`src/hdl/lpht_pkg.sv`:
```
// shared widths, codes and helpers of the linear probe hash table
package lpht_pkg;

  localparam int unsigned FUNC_W    = 2;
  localparam int unsigned KEY_W     = 31;
  localparam int unsigned STATUS_W  = 3;
  localparam int unsigned SLOT_W    = 4;
  localparam int unsigned PROBES_W  = 5;
  localparam int unsigned PROBE_MAX = 31;

  // operation codes
  localparam logic [FUNC_W-1:0] FUNC_INSERT = 2'd0;
  localparam logic [FUNC_W-1:0] FUNC_SEARCH = 2'd1;
  localparam logic [FUNC_W-1:0] FUNC_CLEAR  = 2'd2;

  // result status codes
  localparam logic [STATUS_W-1:0] STAT_INSERTED = 3'd0;
  localparam logic [STATUS_W-1:0] STAT_FOUND    = 3'd1;
  localparam logic [STATUS_W-1:0] STAT_MISS     = 3'd2;
  localparam logic [STATUS_W-1:0] STAT_FULL     = 3'd3;
  localparam logic [STATUS_W-1:0] STAT_CLEARED  = 3'd4;

  // probe count clamped to the result field
  function automatic logic [PROBES_W-1:0] sat_probes(input int unsigned n);
    logic [PROBES_W-1:0] r;
    r = (n > PROBE_MAX) ? PROBES_W'(PROBE_MAX) : PROBES_W'(n);
    return r;
  endfunction

endpackage

```
`src/hdl/lpht_if.sv`:
```
// request and response channel interfaces of the hash table
interface lpht_in_if import lpht_pkg::*; ();
  logic              valid;
  logic              ready;
  logic [FUNC_W-1:0] func;
  logic [KEY_W-1:0]  key;

  modport source (output valid, func, key, input ready);
  modport sink   (input valid, func, key, output ready);
endinterface

interface lpht_out_if import lpht_pkg::*; ();
  logic                valid;
  logic                ready;
  logic [STATUS_W-1:0] status;
  logic [SLOT_W-1:0]   slot;
  logic [PROBES_W-1:0] probes;

  modport source (output valid, status, slot, probes, input ready);
  modport sink   (input valid, status, slot, probes, output ready);
endinterface

```
`src/hdl/linear_probe_hash_table_unit.sv`:
```
// open-addressing hash table with linear probing: top level
// The table holds TABLE_SIZE entries of a 31-bit key, the probe count it was stored with and
// a used bit, all in one single-port-write, single-port-read memory with registered read
// data. Items are taken one at a time; the request channel is ready only while the unit is
// idle, and a finished result sits in an output register, so a new request can be taken
// while the previous result still waits for its transfer. Insert and search visit one slot
// per cycle through the memory read port: an item is accepted, probes k slots
// (k = 1 .. TABLE_SIZE, the slots examined) and then loads the output register once it is free. When
// TABLE_SIZE is not a power of two the home slot is found first by a multiply with the
// rounded-up reciprocal of the table size and a small back-multiply, in S_MOD and S_HOME; for a
// power of two it is the low key bits.
// Clear sweeps the memory one entry per cycle. After reset the same sweep runs with no
// request taken and no result given.
// Results: status 0 inserted, 1 found, 2 not found, 3 table full, 4 cleared; slot holds
// the low four bits of the slot index; probes saturates at 31. Duplicate keys are stored.
module linear_probe_hash_table_unit import lpht_pkg::*; #(
  parameter int unsigned TABLE_SIZE = 16
) (
  input  logic       clk_i,
  input  logic       rst_ni,
  lpht_in_if.sink    in_i,
  lpht_out_if.source out_o
);

  localparam int unsigned IDX_W   = $clog2(TABLE_SIZE);
  localparam int unsigned CNT_W   = $clog2(TABLE_SIZE + 1);
  localparam bit          IS_POW2 = ((TABLE_SIZE & (TABLE_SIZE - 1)) == 0);
  localparam int unsigned RECIP_W = KEY_W + 1;
  localparam int unsigned PROD_W  = KEY_W + RECIP_W;
  localparam int unsigned MOD_SH  = KEY_W + IDX_W;
  // rounded-up reciprocal: the quotient is exact for every 31-bit key
  localparam logic [RECIP_W-1:0] MOD_RECIP =
    RECIP_W'(((64'd1 << MOD_SH) + 64'(TABLE_SIZE) - 64'd1) / 64'(TABLE_SIZE));

  // one table entry as stored in memory
  typedef struct packed {
    logic                used;
    logic [PROBES_W-1:0] probes;
    logic [KEY_W-1:0]    key;
  } entry_t;

  typedef enum logic [2:0] {
    S_CLR,    // clearing sweep, after reset or on a clear request
    S_IDLE,   // waiting for a request
    S_MOD,    // quotient of key by table size
    S_HOME,   // remainder gives the home slot
    S_PROBE,  // one slot examined per cycle
    S_DONE    // result waits for the output register
  } state_e;

  state_e              state_q;
  logic [FUNC_W-1:0]   func_q;
  logic [KEY_W-1:0]    key_q;
  logic [IDX_W-1:0]    pos_q;      // probe position, also the sweep pointer
  logic [CNT_W-1:0]    cnt_q;      // slots examined so far, from 1
  logic [IDX_W-1:0]    quot_q;     // low bits of the quotient
  logic                clr_rsp_q;  // sweep was asked for and needs a result
  logic [STATUS_W-1:0] res_status_q;
  logic [SLOT_W-1:0]   res_slot_q;
  logic [PROBES_W-1:0] res_probes_q;
  logic                out_vld_q;
  logic [STATUS_W-1:0] out_status_q;
  logic [SLOT_W-1:0]   out_slot_q;
  logic [PROBES_W-1:0] out_probes_q;

  // table memory
  entry_t              mem [TABLE_SIZE];
  entry_t              rd_q;
  logic [IDX_W-1:0]    rd_addr;
  logic                wr_en;
  entry_t              wr_data;

  // shared arithmetic
  logic [PROD_W-1:0]   mod_prod;
  logic [IDX_W-1:0]    mod_home;
  logic [IDX_W-1:0]    pos_inc;
  logic                slot_free;
  logic                slot_hit;
  logic                walk_last;
  logic [PROBES_W-1:0] cnt_sat;

  // key times reciprocal, quotient sits from bit MOD_SH upward
  assign mod_prod = PROD_W'(key_q) * PROD_W'(MOD_RECIP);
  // remainder is below the table size, so its low bits are all that matter
  assign mod_home = key_q[IDX_W-1:0] - quot_q * IDX_W'(TABLE_SIZE);

  // next slot with wraparound
  assign pos_inc = (pos_q == IDX_W'(TABLE_SIZE - 1)) ? '0 : pos_q + 1'b1;

  assign slot_free = !rd_q.used;
  assign slot_hit  = rd_q.used && (rd_q.key == key_q);
  assign walk_last = (cnt_q == CNT_W'(TABLE_SIZE));
  assign cnt_sat   = sat_probes(32'(cnt_q));

  // read address runs one slot ahead so that the probe loop sees fresh data each cycle
  always_comb begin
    case (state_q)
      S_IDLE:  rd_addr = in_i.key[IDX_W-1:0];  // home slot for a power-of-two table
      S_HOME:  rd_addr = mod_home;             // home slot from the remainder
      S_PROBE: rd_addr = pos_inc;
      default: rd_addr = pos_q;
    endcase
  end

  // writes: clearing sweep, or the key going into the first free slot
  always_comb begin
    wr_en   = 1'b0;
    wr_data = '0;
    if (state_q == S_CLR) begin
      wr_en = 1'b1;
    end else if (state_q == S_PROBE && func_q == FUNC_INSERT && slot_free) begin
      wr_en   = 1'b1;
      wr_data = '{used: 1'b1, probes: cnt_sat, key: key_q};
    end
  end

  always_ff @(posedge clk_i) begin
    if (wr_en) begin
      mem[pos_q] <= wr_data;
    end
    rd_q <= mem[rd_addr];
  end

  // sequencer and result registers
  always_ff @(posedge clk_i or negedge rst_ni) begin
    if (!rst_ni) begin
      state_q      <= S_CLR;
      func_q       <= '0;
      key_q        <= '0;
      pos_q        <= '0;
      cnt_q        <= '0;
      quot_q       <= '0;
      clr_rsp_q    <= 1'b0;
      res_status_q <= '0;
      res_slot_q   <= '0;
      res_probes_q <= '0;
      out_vld_q    <= 1'b0;
      out_status_q <= '0;
      out_slot_q   <= '0;
      out_probes_q <= '0;
    end else begin
      // result transfer frees the output register unless a new result moves in
      if (out_vld_q && out_o.ready && state_q != S_DONE) begin
        out_vld_q <= 1'b0;
      end

      case (state_q)
        S_CLR: begin
          if (pos_q == IDX_W'(TABLE_SIZE - 1)) begin
            pos_q     <= '0;
            clr_rsp_q <= 1'b0;
            if (clr_rsp_q) begin
              res_status_q <= STAT_CLEARED;
              res_slot_q   <= '0;
              res_probes_q <= '0;
              state_q      <= S_DONE;
            end else begin
              state_q <= S_IDLE;
            end
          end else begin
            pos_q <= pos_q + 1'b1;
          end
        end

        S_IDLE: begin
          if (in_i.valid) begin
            func_q <= in_i.func;
            key_q  <= in_i.key;
            cnt_q  <= CNT_W'(1);
            case (in_i.func)
              FUNC_INSERT, FUNC_SEARCH: begin
                pos_q <= in_i.key[IDX_W-1:0];
                if (IS_POW2) begin
                  state_q <= S_PROBE;
                end else begin
                  state_q <= S_MOD;
                end
              end
              FUNC_CLEAR: begin
                pos_q     <= '0;
                clr_rsp_q <= 1'b1;
                state_q   <= S_CLR;
              end
              default: begin
                // undefined operation: table untouched, reported as a miss
                res_status_q <= STAT_MISS;
                res_slot_q   <= '0;
                res_probes_q <= '0;
                state_q      <= S_DONE;
              end
            endcase
          end
        end

        S_MOD: begin
          quot_q  <= IDX_W'(mod_prod >> MOD_SH);
          state_q <= S_HOME;
        end

        S_HOME: begin
          pos_q   <= mod_home;
          state_q <= S_PROBE;
        end

        S_PROBE: begin
          if (func_q == FUNC_INSERT) begin
            if (slot_free) begin
              res_status_q <= STAT_INSERTED;
              res_slot_q   <= SLOT_W'(pos_q);
              res_probes_q <= cnt_sat;
              state_q      <= S_DONE;
            end else if (walk_last) begin
              res_status_q <= STAT_FULL;
              res_slot_q   <= '0;
              res_probes_q <= cnt_sat;
              state_q      <= S_DONE;
            end else begin
              pos_q <= pos_inc;
              cnt_q <= cnt_q + 1'b1;
            end
          end else begin
            if (slot_free || (walk_last && !slot_hit)) begin
              // free slot ends the chain, or every slot has been seen
              res_status_q <= STAT_MISS;
              res_slot_q   <= '0;
              res_probes_q <= cnt_sat;
              state_q      <= S_DONE;
            end else if (slot_hit) begin
              res_status_q <= STAT_FOUND;
              res_slot_q   <= SLOT_W'(pos_q);
              res_probes_q <= cnt_sat;
              state_q      <= S_DONE;
            end else begin
              pos_q <= pos_inc;
              cnt_q <= cnt_q + 1'b1;
            end
          end
        end

        S_DONE: begin
          if (!out_vld_q || out_o.ready) begin
            out_vld_q    <= 1'b1;
            out_status_q <= res_status_q;
            out_slot_q   <= res_slot_q;
            out_probes_q <= res_probes_q;
            state_q      <= S_IDLE;
          end
        end

        default: begin
          state_q <= S_IDLE;
        end
      endcase
    end
  end

  assign in_i.ready   = (state_q == S_IDLE);
  assign out_o.valid  = out_vld_q;
  assign out_o.status = out_status_q;
  assign out_o.slot   = out_slot_q;
  assign out_o.probes = out_probes_q;

endmodule

```
`src/flat_wrapper.sv`:
```
// flat-port wrapper written by rule: the top's interface ports become plain ports
module linear_probe_hash_table_unit_flat import lpht_pkg::*;
#(
  parameter int unsigned TABLE_SIZE = 16
)
  (clk_i, rst_ni, in_i_valid, in_i_func, in_i_key, in_i_ready, out_o_valid, out_o_status, out_o_slot, out_o_probes, out_o_ready);
  lpht_in_if in_i_i ();
  lpht_out_if out_o_i ();
  input  logic clk_i;
  input  logic rst_ni;
  input wire logic [$bits(in_i_i.valid)-1:0] in_i_valid;
  input wire logic [$bits(in_i_i.func)-1:0] in_i_func;
  input wire logic [$bits(in_i_i.key)-1:0] in_i_key;
  output wire logic [$bits(in_i_i.ready)-1:0] in_i_ready;
  output wire logic [$bits(out_o_i.valid)-1:0] out_o_valid;
  output wire logic [$bits(out_o_i.status)-1:0] out_o_status;
  output wire logic [$bits(out_o_i.slot)-1:0] out_o_slot;
  output wire logic [$bits(out_o_i.probes)-1:0] out_o_probes;
  input wire logic [$bits(out_o_i.ready)-1:0] out_o_ready;
  assign in_i_i.valid = in_i_valid;
  assign in_i_i.func = in_i_func;
  assign in_i_i.key = in_i_key;
  assign in_i_ready = in_i_i.ready;
  assign out_o_valid = out_o_i.valid;
  assign out_o_status = out_o_i.status;
  assign out_o_slot = out_o_i.slot;
  assign out_o_probes = out_o_i.probes;
  assign out_o_i.ready = out_o_ready;
  linear_probe_hash_table_unit #(.TABLE_SIZE(TABLE_SIZE)) u_core (.clk_i(clk_i), .rst_ni(rst_ni), .in_i(in_i_i), .out_o(out_o_i));
endmodule
```
`config.mk`:
```
export PLATFORM = sky130hd
export DESIGN_NAME = linear_probe_hash_table_unit_flat
export DESIGN_NICKNAME = d
export VERILOG_FILES = /design/src/hdl/lpht_pkg.sv /design/src/hdl/lpht_if.sv /design/src/hdl/linear_probe_hash_table_unit.sv /design/src/flat_wrapper.sv
export SDC_FILE = /design/constraint.sdc
export NUM_CORES = 1
export LEC_CHECK = 0
export BUFFER_PORTS_ARGS = -buffer_cell sky130_fd_sc_hd__buf_4
export CELL_PAD_IN_SITES_DETAIL_PLACEMENT = 2
export CELL_PAD_IN_SITES_GLOBAL_PLACEMENT = 2
export CORE_MARGIN = 2
export CORE_UTILIZATION = 42
export DETAILED_ROUTE_END_ITERATION = 10
export HOLD_SLACK_MARGIN = 0.02
export PLACE_DENSITY_LB_ADDON = 0.05
export REMOVE_ABC_BUFFERS = 1
export SLEW_MARGIN = 25
export SYNTH_ARGS = -nofsm -noshare
export SYNTH_HDL_FRONTEND = slang
export SYNTH_SLANG_ARGS = --single-unit
```
`constraint.sdc`:
```
create_clock -name clk_i -period 11.55 [get_ports clk_i]
set_input_delay 1.7325 -clock clk_i [delete_from_list [all_inputs] [get_ports clk_i]]
set_output_delay 1.7325 -clock clk_i [all_outputs]
set_load 0.005 [all_outputs]
```
After elaboration in Yosys (flattened, before gate mapping)

Memories as Yosys holds them, arrays and structs flattened. A register that Yosys moved wholly into a read port is not among the register bits.
Cells that the tools add are included.

Add/subtract/negate cells: 2
Eq/ne operators: 24
Mux-type cells: 71
Reduce and logical (&&, ||, !) cells: 27

Operators with widths:

| cell                                                                     | count |
|---|---|
| 5-bit two-way mux                                                        | 15 |
| 37-bit two-way mux                                                       | 2 |
| 4-bit two-way mux                                                        | 16 |
| 3-bit two-way mux                                                        | 18 |
| 31-bit equality test                                                     | 1 |
| 4-bit case mux with 3 select lines                                       | 2 |
| 3-bit case mux with 6 select lines                                       | 1 |
| 4-bit case mux with 4 select lines                                       | 1 |
| 5-bit case mux with 3 select lines                                       | 1 |
| 7-bit AND reduction                                                      | 2 |
| 3-bit inequality test (second input constant)                            | 4 |
| 1-bit two-way mux                                                        | 10 |
| 5-bit case mux with 2 select lines                                       | 1 |
| 3-bit case mux with 3 select lines                                       | 1 |
| 4-bit case mux with 2 select lines                                       | 1 |
| 3-bit by 2-bit equality test with 1-bit output (second input constant)   | 2 |
| 3-bit equality test (second input constant)                              | 2 |
| 1-bit logical AND                                                        | 6 |
| 2-bit by 1-bit inequality test with 1-bit output (second input constant) | 3 |
| 2-bit inequality test (second input constant)                            | 3 |
| 3-bit case mux with 2 select lines                                       | 1 |
| 6-bit AND reduction                                                      | 1 |
| 5-bit by 1-bit adder with 5-bit output (second input constant)           | 1 |
| 5-bit equality test (second input constant)                              | 1 |
| 22 further kinds                                                         | 28 |

Bits in registers: 71
RAM bits: 592
Output and inout bits: 14
Word-level logic and storage cells: 138
Memories: 1

Memory list:

| name       | words | width | read ports | clocked after memory_dff | write ports | RTL line                           | text |
|---|---|---|---|---|---|---|---|
| u_core.mem | 16    | 37    | 1          | 1                        | 1           | linear_probe_hash_table_unit.sv:67 | `entry_t mem [TABLE_SIZE];` |

Longest topological paths before layout

Gate-level depths: netlist of the first run.

Depth in word-level cells: 8
Depth in mapped cells: 11

Worst setup path before layout of the first run

No wires, ideal clock.

Path type: reg2reg
Start point: register u_core.func_q[1]
End point: memory u_core.mem[7][0] in the netlist's numbering (enable)
Arrival: 3440 ps
Data required time: 11089 ps
Slack: 7649 ps
Cell stages (with the launch flop): 5
Clock period less this slack: 3901 ps
Cell sequence: dfrtp_1 -> or3_1 -> a211oi_1 -> nand2_1 -> nor3_1

Word-level cells in the longest chain between the ends: 7

RTL lines:

| what                                    | RTL line                            | text |
|---|---|---|
| start, declared                         | linear_probe_hash_table_unit.sv:52  | `logic [FUNC_W-1:0] func_q;` |
| start signal, assigned                  | linear_probe_hash_table_unit.sv:167 | `func_q <= in_i.func;` |
| 2-bit logical NOT                       | linear_probe_hash_table_unit.sv:111 | `end else if (state_q == S_PROBE && func_q == FUNC_INSERT && slot_free) begin` |
| 1-bit logical AND (2 in series)         | linear_probe_hash_table_unit.sv:111 |  |
| 1-bit two-way mux                       | linear_probe_hash_table_unit.sv:111 |  |
| 1-bit two-way mux                       | linear_probe_hash_table_unit.sv:109 | `if (state_q == S_CLR) begin` |
| 1-bit two-way mux                       | linear_probe_hash_table_unit.sv:118 | `if (wr_en) begin` |
| 1-bit two-way mux (not written as such) | linear_probe_hash_table_unit.sv:119 | `mem[pos_q] <= wr_data;` |
| end, declared                           | linear_probe_hash_table_unit.sv:67  |  |

No other way between the ends.

Worst setup path in the final report of the first run

Start point: input port in_i_key[0]
End point: register u_core.rd_q[12] (netlist name)

Word-level cells in the longest chain between the ends: 1

RTL lines:

| what                               | RTL line                           | text |
|---|---|---|
| start, declared                    | flat_wrapper.sv:13                 | `input wire logic [$bits(in_i_i.key)-1:0] in_i_key;` |
| 4-bit case mux with 3 select lines | linear_probe_hash_table_unit.sv:97 | `case (state_q)` |

No other way between the ends.
A chain may end at the register's enable or synchronous reset.

==> impl_metrics.tcl, run 1 <==
set metrics [dict create \
    status "finished clean" \
    crit_type "primary input to register" \
    ir_worst_vdd_mv 0.2537 \
    p_sw_w 0.002911 \
    fp.coreArea_mm2 0.05748 \
    start_util_pct 42.33 \
    cts_setup_buffers 0 \
    routed_wl_mm 74.18 \
    synth_area_mm2 0.02433 \
    drt_iter0_drc 1164 \
    antenna_found_initial 0 \
    fin_nets 1710 \
    seqPwrFrac_pct 37.0 \
    cts_buffers 69 \
    pwr-share-clk_pct 27.0 \
    hold_violations 0 \
    fin_skew_ns 0.03042 \
    gp_congestion 0.7381 \
    area_growth_pct 13.75 \
    gr-usage-all-layers_pct 24.93 \
    slew_violations 0 \
    ys_ff_latch 615 \
    reg2reg_from "u_core.state_q[2]" \
    r2r_cells 8 \
    synth_edf_count 512 \
    min_period_ns 4.419 \
    final-setup-viol-count 0 \
    finalNonFillerCells 2489 \
    ys.warnings.count 0 \
    cts.repair.resized 0 \
    ant_nets 0 \
    fmax_mhz 226.3 \
    crit_fanout 152 \
    drc 0 \
    regArea_mm2 0.01779 \
    syn_inst 1604 \
    power_w 0.007797 \
    rrSetupSlack_ns 7.33 \
    htree_levels 3 \
    cp_data_arrival_time_ns 4.96 \
    die_area_mm2 0.05987 \
    leakage_nw 10.26 \
    cts_root_buf "clkbuf_16" \
    clockBufferDepth 3 \
    grt_pass1_wl_mm 106.7 \
    syn_avg_cell_area_um2 15.17 \
    powerDensity_mw_per_mm2 281.7 \
    dpl.hpwl_mm 36.85 \
    timing.rr.end "u_core.rd_q[7]" \
    holdBufCountCts 0 \
    synth-async-reset-ratio_pct 11.54 \
    holdPathStages 1 \
    cp_data_required_time_ns 12.09 \
    dp.cells 2361 \
    multi_input_comb_area_mm2 0.006140 \
    relSlewSlack_pct 32.49 \
    wire_per_inst_um 29.80 \
    start_kind "primary input" \
    rsz0062_at_grt "no" \
    clock_latency_ns 0.61 \
    antenna_cells 0 \
    max-cap-violations 0 \
    hp-start "u_core.res_slot_q[2]" \
    p_int_w 0.004886 \
    port_buffers 50 \
    final_layout_size_suffix_gt1_share_pct 13.05 \
    ys_seq_area_share_pct 73.13 \
    vias_per_cell 5.770 \
    cts_tree "yes" \
    fp.dieW_um 244.7 \
    comb_power_share_pct 36.0 \
    setup_tns_ns 0 \
    n_fill_cell 5422 \
    clock_sinks 615 \
    firstDrtPassIters 5 \
    die_h_um 244.7 \
    worstSetupEndpointType "register" \
    yosysUniqueCellTypes 53 \
    worst_pin_slew_ns 1.013 \
    path_clk_slew_ns 0.05 \
    hold_path.class "register to register" \
    post-route-period-util_pct 38.26 \
    grt_pass1_vias 15540 \
    vias 14360 \
    synth_ff_type "edfxtp_1" \
    grt_max_degree 153 \
    hold_path_end "u_core.res_slot_q[2]" \
    io_pins 51 \
    gr-total-overflow 0 \
    switching_share_pct 37.33 \
    rows 88 \
]
[stage by stage]
step           hold slack [ns]  area, µm²  utilization [%]  setup WS [ns]
2_1_floorplan           0.4522      23850                -          2.619
3_3_place_gp            0.4726      25520            44.41          6.585
3_5_place_dp            0.4741      25530            44.42          6.509
4_1_cts                 0.4878      27670            48.14          7.144
5_1_grt                 0.5100      27670            48.15          6.994
6_report                0.4851      27670            48.15          7.131
[power groups by stage]
| stage | clock (W) | combinational (W) | sequential (W) |
|---|---|---|---|
| 2_1_floorplan | 0 | 0.00194 | 0.00286 |
| 3_3_place_gp | 0 | 0.00273 | 0.00292 |
| 3_5_place_dp | 0 | 0.00282 | 0.00293 |
| 4_1_cts | 0.00215 | 0.00283 | 0.00289 |
| 5_1_grt | 0.00223 | 0.00300 | 0.00291 |
| 6_report | 0.00211 | 0.00280 | 0.00289 |
[final cells by class]
type                            instances  area share [%]
Multi-Input combinational cell        890           22.19
Tap cell                              765           3.459
Inverter                               13          0.1763
Clock inverter                         24          0.5652
Timing Repair Buffer                   78           2.161
Sequential cell                       615           64.29
Clock buffer                          104           7.162
[worst max-delay path by stage]
stage	startpoint	slack (ns)	endpoint
after floorplan	in_i_key[0]	2.62	u_core.rd_q[0]
after global placement	in_i_key[0]	6.59	u_core.rd_q[13]
after detailed placement	in_i_key[0]	6.51	u_core.rd_q[12]
after CTS	in_i_key[0]	7.14	u_core.rd_q[12]
after global routing	in_i_key[0]	6.99	u_core.rd_q[21]
final	in_i_key[0]	7.13	u_core.rd_q[12]
[worst max-delay path, stage by stage]
cell	delay, ns
buf_4	0.12
or3b_1	0.35
a21oi_1	0.33
o21a_4	0.66
buf_12	0.78
nor3_4	0.01
buf_4	0.37
a32oi_1	0.29
and4_1	0.21
[placed cells by master (no fill, tap or decap), types with 9 or more instances in the layout]
cell type	netlist	routed
edfxtp_1	512	512
nand2_1	320	319
mux2i_1	173	173
a32oi_1	96	96
buf_4	8	77
clkbuf_16	0	72
dfrtp_1	71	71
and2_1	48	32
a22oi_1	32	32
and4_1	32	32
dfxtp_1	32	32
xnor2_1	31	31
clkbuf_1	32	26
nor2_1	18	16
mux2_2	16	16
inv_1	13	13
a21oi_1	11	11
nor3_1	13	10
clkinv_2	0	10
nand2b_1	9	9
and2_4	0	9
nand4_1	9	9
clkinv_1	0	9
[layer usage]
layer  routed length (µm)  vias up  share of wire [%]  track usage (%)
li1                     -     6209                  -                -
met4                 1941        0                2.6            8.250
met5                    0        -                  0                0
met1                32240     7729                 43            33.02
met2                37150      311                 50            42.41
met3                 2842      112                3.8            3.455
[cells by family after synthesis]
logic type                 after synthesis  synth area share, %
AOI/OAI and AO/OA                      166                5.472
adders and majority gates                6               0.3086
xor gates and xnor gates                31                1.116
muxes                                  194                8.136
buffers and inverters                   99                2.165
DFF                                    615                73.13
and+or+nand+nor                        493                9.673
[synthesized netlist by cell type, types with 8 or more instances]
cell type / instances / area (µm²)
a21oi_1: 11 / 55.05
a22oi_1: 32 / 240.2
a32oi_1: 96 / 840.8
and2_1: 48 / 300.3
and4_1: 32 / 280.3
buf_2: 34 / 170.2
buf_4: 8 / 60.06
buf_6: 10 / 112.6
clkbuf_1: 32 / 120.1
dfrtp_1: 71 / 1777
dfxtp_1: 32 / 640.6
edfxtp_1: 512 / 15370
inv_1: 13 / 48.80
mux2_2: 16 / 180.2
mux2i_1: 173 / 1732
nand2_1: 320 / 1201
nand2b_1: 9 / 56.30
nand4_1: 9 / 56.30
nor2_1: 18 / 67.56
nor3_1: 13 / 65.06
xnor2_1: 31 / 271.5
[flip-flops by register name, summed over array words and instances (netlist names), 2 cells and up]
signal and flops:
u_core.res_probes_q 5, u_core.cnt_q 5, u_core.out_o.probes 5, u_core.mem 512
u_core.res_status_q 3, u_core.state_q 3, u_core.res_slot_q 4, u_core.key_q 31
u_core.out_o.status 3, u_core.out_o.slot 4, u_core.func_q 2, u_core.pos_q 4
u_core.rd_q 32
Note: power is estimated with default switching activity, not from simulation.
==> run 2, diff against run 1 <==
Settings changed: ABC_AREA set to 1.
Clock period 11.55 ns to 4.3 ns, I/O delays scaled along.
==> run 2 against run 1 <==
  * Sequential share of layout area decreased by 6.4 points
  * Non-clock buffer count rose by 20
  * Core utilization down 0.18 points
  * Routed wire length up 21%
  * Clock skew is 0.0045 ns lower
  * Setup slack got worse by 6.3 ns
  * Cell count increased by 42%
  * Global-route usage rose by 2.3 points
  * Sequential cell count stayed put
==> impl_metrics.tcl, run 2 <==
set metrics [dict create \
    synthMuxAreaShare_pct 0.5823 \
    io_pins 51 \
    drt_iter0_drc 1386 \
    start_util_pct 42.23 \
    clock_sinks 615 \
    fp.dieW_um 257.9 \
    post-route-period-util_pct 81.45 \
    synth-async-reset-ratio_pct 11.54 \
    cts_buffers 71 \
    path_clk_slew_ns 0.06 \
    synth_xor_area_share_pct 0.3235 \
    synth-compound-area-share_pct 1.252 \
    clock_latency_ns 0.62 \
    gr-total-overflow 0 \
    yosys.area.top_type "edfxtp_1" \
    n_fill_cell 6558 \
    holdBufCountCts 0 \
    synthTopCellsByCount "nand3_1 (532), nand2_1 (527), edfxtp_1 (512), inv_1 (379), nand3b_1 (150)" \
    p_sw_w 0.01048 \
    layout_common_cells "nand3_1 (532), nand2_1 (526), edfxtp_1 (512), inv_1 (376), nand3b_1 (150)" \
    synth_area_mm2 0.02707 \
    ir_worst_vdd_mv 0.7639 \
    reg.largest.list "u_core.mem x512, u_core.rd_q x32, u_core.key_q x31" \
    die_h_um 257.9 \
    synth_top_family_by_area "simple AND/OR/NAND/NOR gates" \
    regMostFlops "u_core.mem" \
    vias_per_cell 5.505 \
    final_layout_size_suffix_gt1_share_pct 9.659 \
    start_kind "register" \
    firstDrtPassIters 5 \
    pwr-share-clk_pct 24.4 \
    grt_pass1_wl_mm 135.0 \
    antenna_found_initial 0 \
    dp_slack_ns 0.7930 \
    vias 19410 \
    final-setup-viol-count 0 \
    synthSimpleGateAreaFrac_pct 23.69 \
    fmax_mhz 285.5 \
    cts_tree "yes" \
    synth-adder-area-share_pct 0.2773 \
    cts_root_buf "clkbuf_16" \
    p_int_w 0.01388 \
    hold_path.class "primary input to async pin" \
    gp_congestion 0.7724 \
    yosysMostFrequentCell "nand3_1" \
    rsz0062_at_grt "no" \
    slew_violations 0 \
    antenna_cells 0 \
    startpoint "u_core.state_q[2]" \
    routed_wl_mm 90.07 \
    comb_power_share_pct 43.1 \
    yosysUniqueCellTypes 37 \
    ys_seq_area_share_pct 65.71 \
    synth_edf_count 512 \
    crit_fanout 43 \
    cts.repair.resized 0 \
    hold_violations 0 \
    holdWs_ns 0.1383 \
    status "finished clean" \
    finalNonFillerCells 3526 \
    final_common_cell "nand3_1" \
    ys_ff_latch 615 \
    drc 0 \
    syn_avg_cell_area_um2 10.45 \
    crit_type "register to register" \
    cts_setup_buffers 0 \
    gr-usage-all-layers_pct 27.27 \
    powerDensity_mw_per_mm2 791.8 \
    fin_skew_ns 0.02592 \
    grt_pass1_vias 21430 \
    worst_pin_slew_ns 1.077 \
    min_period_ns 3.502 \
    seqPwrFrac_pct 32.5 \
    ant_nets 0 \
    area_growth_pct 13.60 \
    ys.warnings.count 0 \
    port_buffers 50 \
    rows 93 \
    leakage_nw 12.85 \
    relSlewSlack_pct 27.97 \
    cp_data_arrival_time_ns 4.00 \
    worstSetupEndpointType "register" \
    setup_tns_ns 0 \
    fin_nets 2655 \
    syn_inst 2590 \
    synthTopCellsByArea "edfxtp_1 (57%), nand3_1 (9.8%), nand2_1 (7.3%)" \
    grt_max_degree 147 \
    setup_slack_ns 0.7978 \
    fp.coreArea_mm2 0.06412 \
    reg2reg_from "u_core.state_q[2]" \
    fin_util_pct 47.97 \
    cp_data_required_time_ns 4.80 \
    dp.cells 3394 \
    largest_register_ffs 512 \
    htree_levels 3 \
    synth_ff_type "edfxtp_1" \
    dpl.hpwl_mm 49.13 \
    clockBufferDepth 3 \
    switching_share_pct 43.02 \
    wire_per_inst_um 25.54 \
    synth_top_cell_area_share_pct 56.79 \
    die_area_mm2 0.06651 \
    max-cap-violations 0 \
]
-- run 2: critical path, cell delays in order, from the launching register on --
cell	delay, ns
dfrtp_1	0.50
nand2_1	0.43
inv_1	0.42
nand2_1	0.18
nand2_1	0.07
nor3_2	0.19
buf_4	0.44
buf_4	0.71
nand3_1	0.19
nand3_1	0.15
nand2_1	0.08
-- run 2: logic make-up after synthesis --
family,after synthesis
simple gates,1349
compound gates,63
fa+ha+maj,6
mux,14
xor+xnor,10
buf+inv,533
flops,615
-- run 2: metal layers --
| metal | global-route usage [%] | wire (µm) | up-vias |
|---|---|---|---|
| met3 | 4.073 | 4015 | 151 |
| li1 | - | - | 8704 |
| met2 | 47.77 | 45540 | 440 |
| met1 | 34.97 | 37930 | 10120 |
| met4 | 8.301 | 2574 | 0 |
| met5 | 0 | 0 | - |
-- run 2: power by group through the flow --
stage                     registers (W)  logic [W]  clock network [W]
after floorplan                 0.00793    0.00633                  0
after global placement          0.00796     0.0101                  0
after detailed placement        0.00802     0.0105                  0
after CTS                       0.00791     0.0106            0.00606
after global routing            0.00798     0.0117            0.00626
final                           0.00791     0.0105            0.00595
-- run 2: path summary, 6_finish.rpt --
path	endpoint	slack, ns	depth (start not counted)
max reg2reg	u_core.rd_q[12]	0.80	10
max in group asynchronous	u_core.key_q[14]	3.21	2
min in group clk_i	u_core.key_q[24]	0.29	3
min	u_core.key_q[27]	0.14	1
min reg2reg	u_core.res_status_q[1]	0.48	2
max	u_core.rd_q[12]	0.80	10
-- run 2: area by class of cell --
type | instances | area [µm²] | area share, %
clock buffers | 105 | 2051 | 6.668
clock inverters | 27 | 220.2 | 0.7160
inverters | 384 | 1444 | 4.695
multi-input cells | 1442 | 7243 | 23.55
flip-flops and latches | 615 | 17790 | 57.85
well taps | 855 | 1070 | 3.478
repair buffers | 98 | 935.9 | 3.043
-- run 2: through the flow --
| stage | power, W | instance area (µm²) |
|---|---|---|
| after CTS | 0.02458 | 30740 |
| final | 0.02435 | 30760 |
| after detailed placement | 0.01853 | 28460 |
| after global routing | 0.02590 | 30760 |
| after global placement | 0.01805 | 28460 |
| after floorplan | 0.01426 | 26310 |
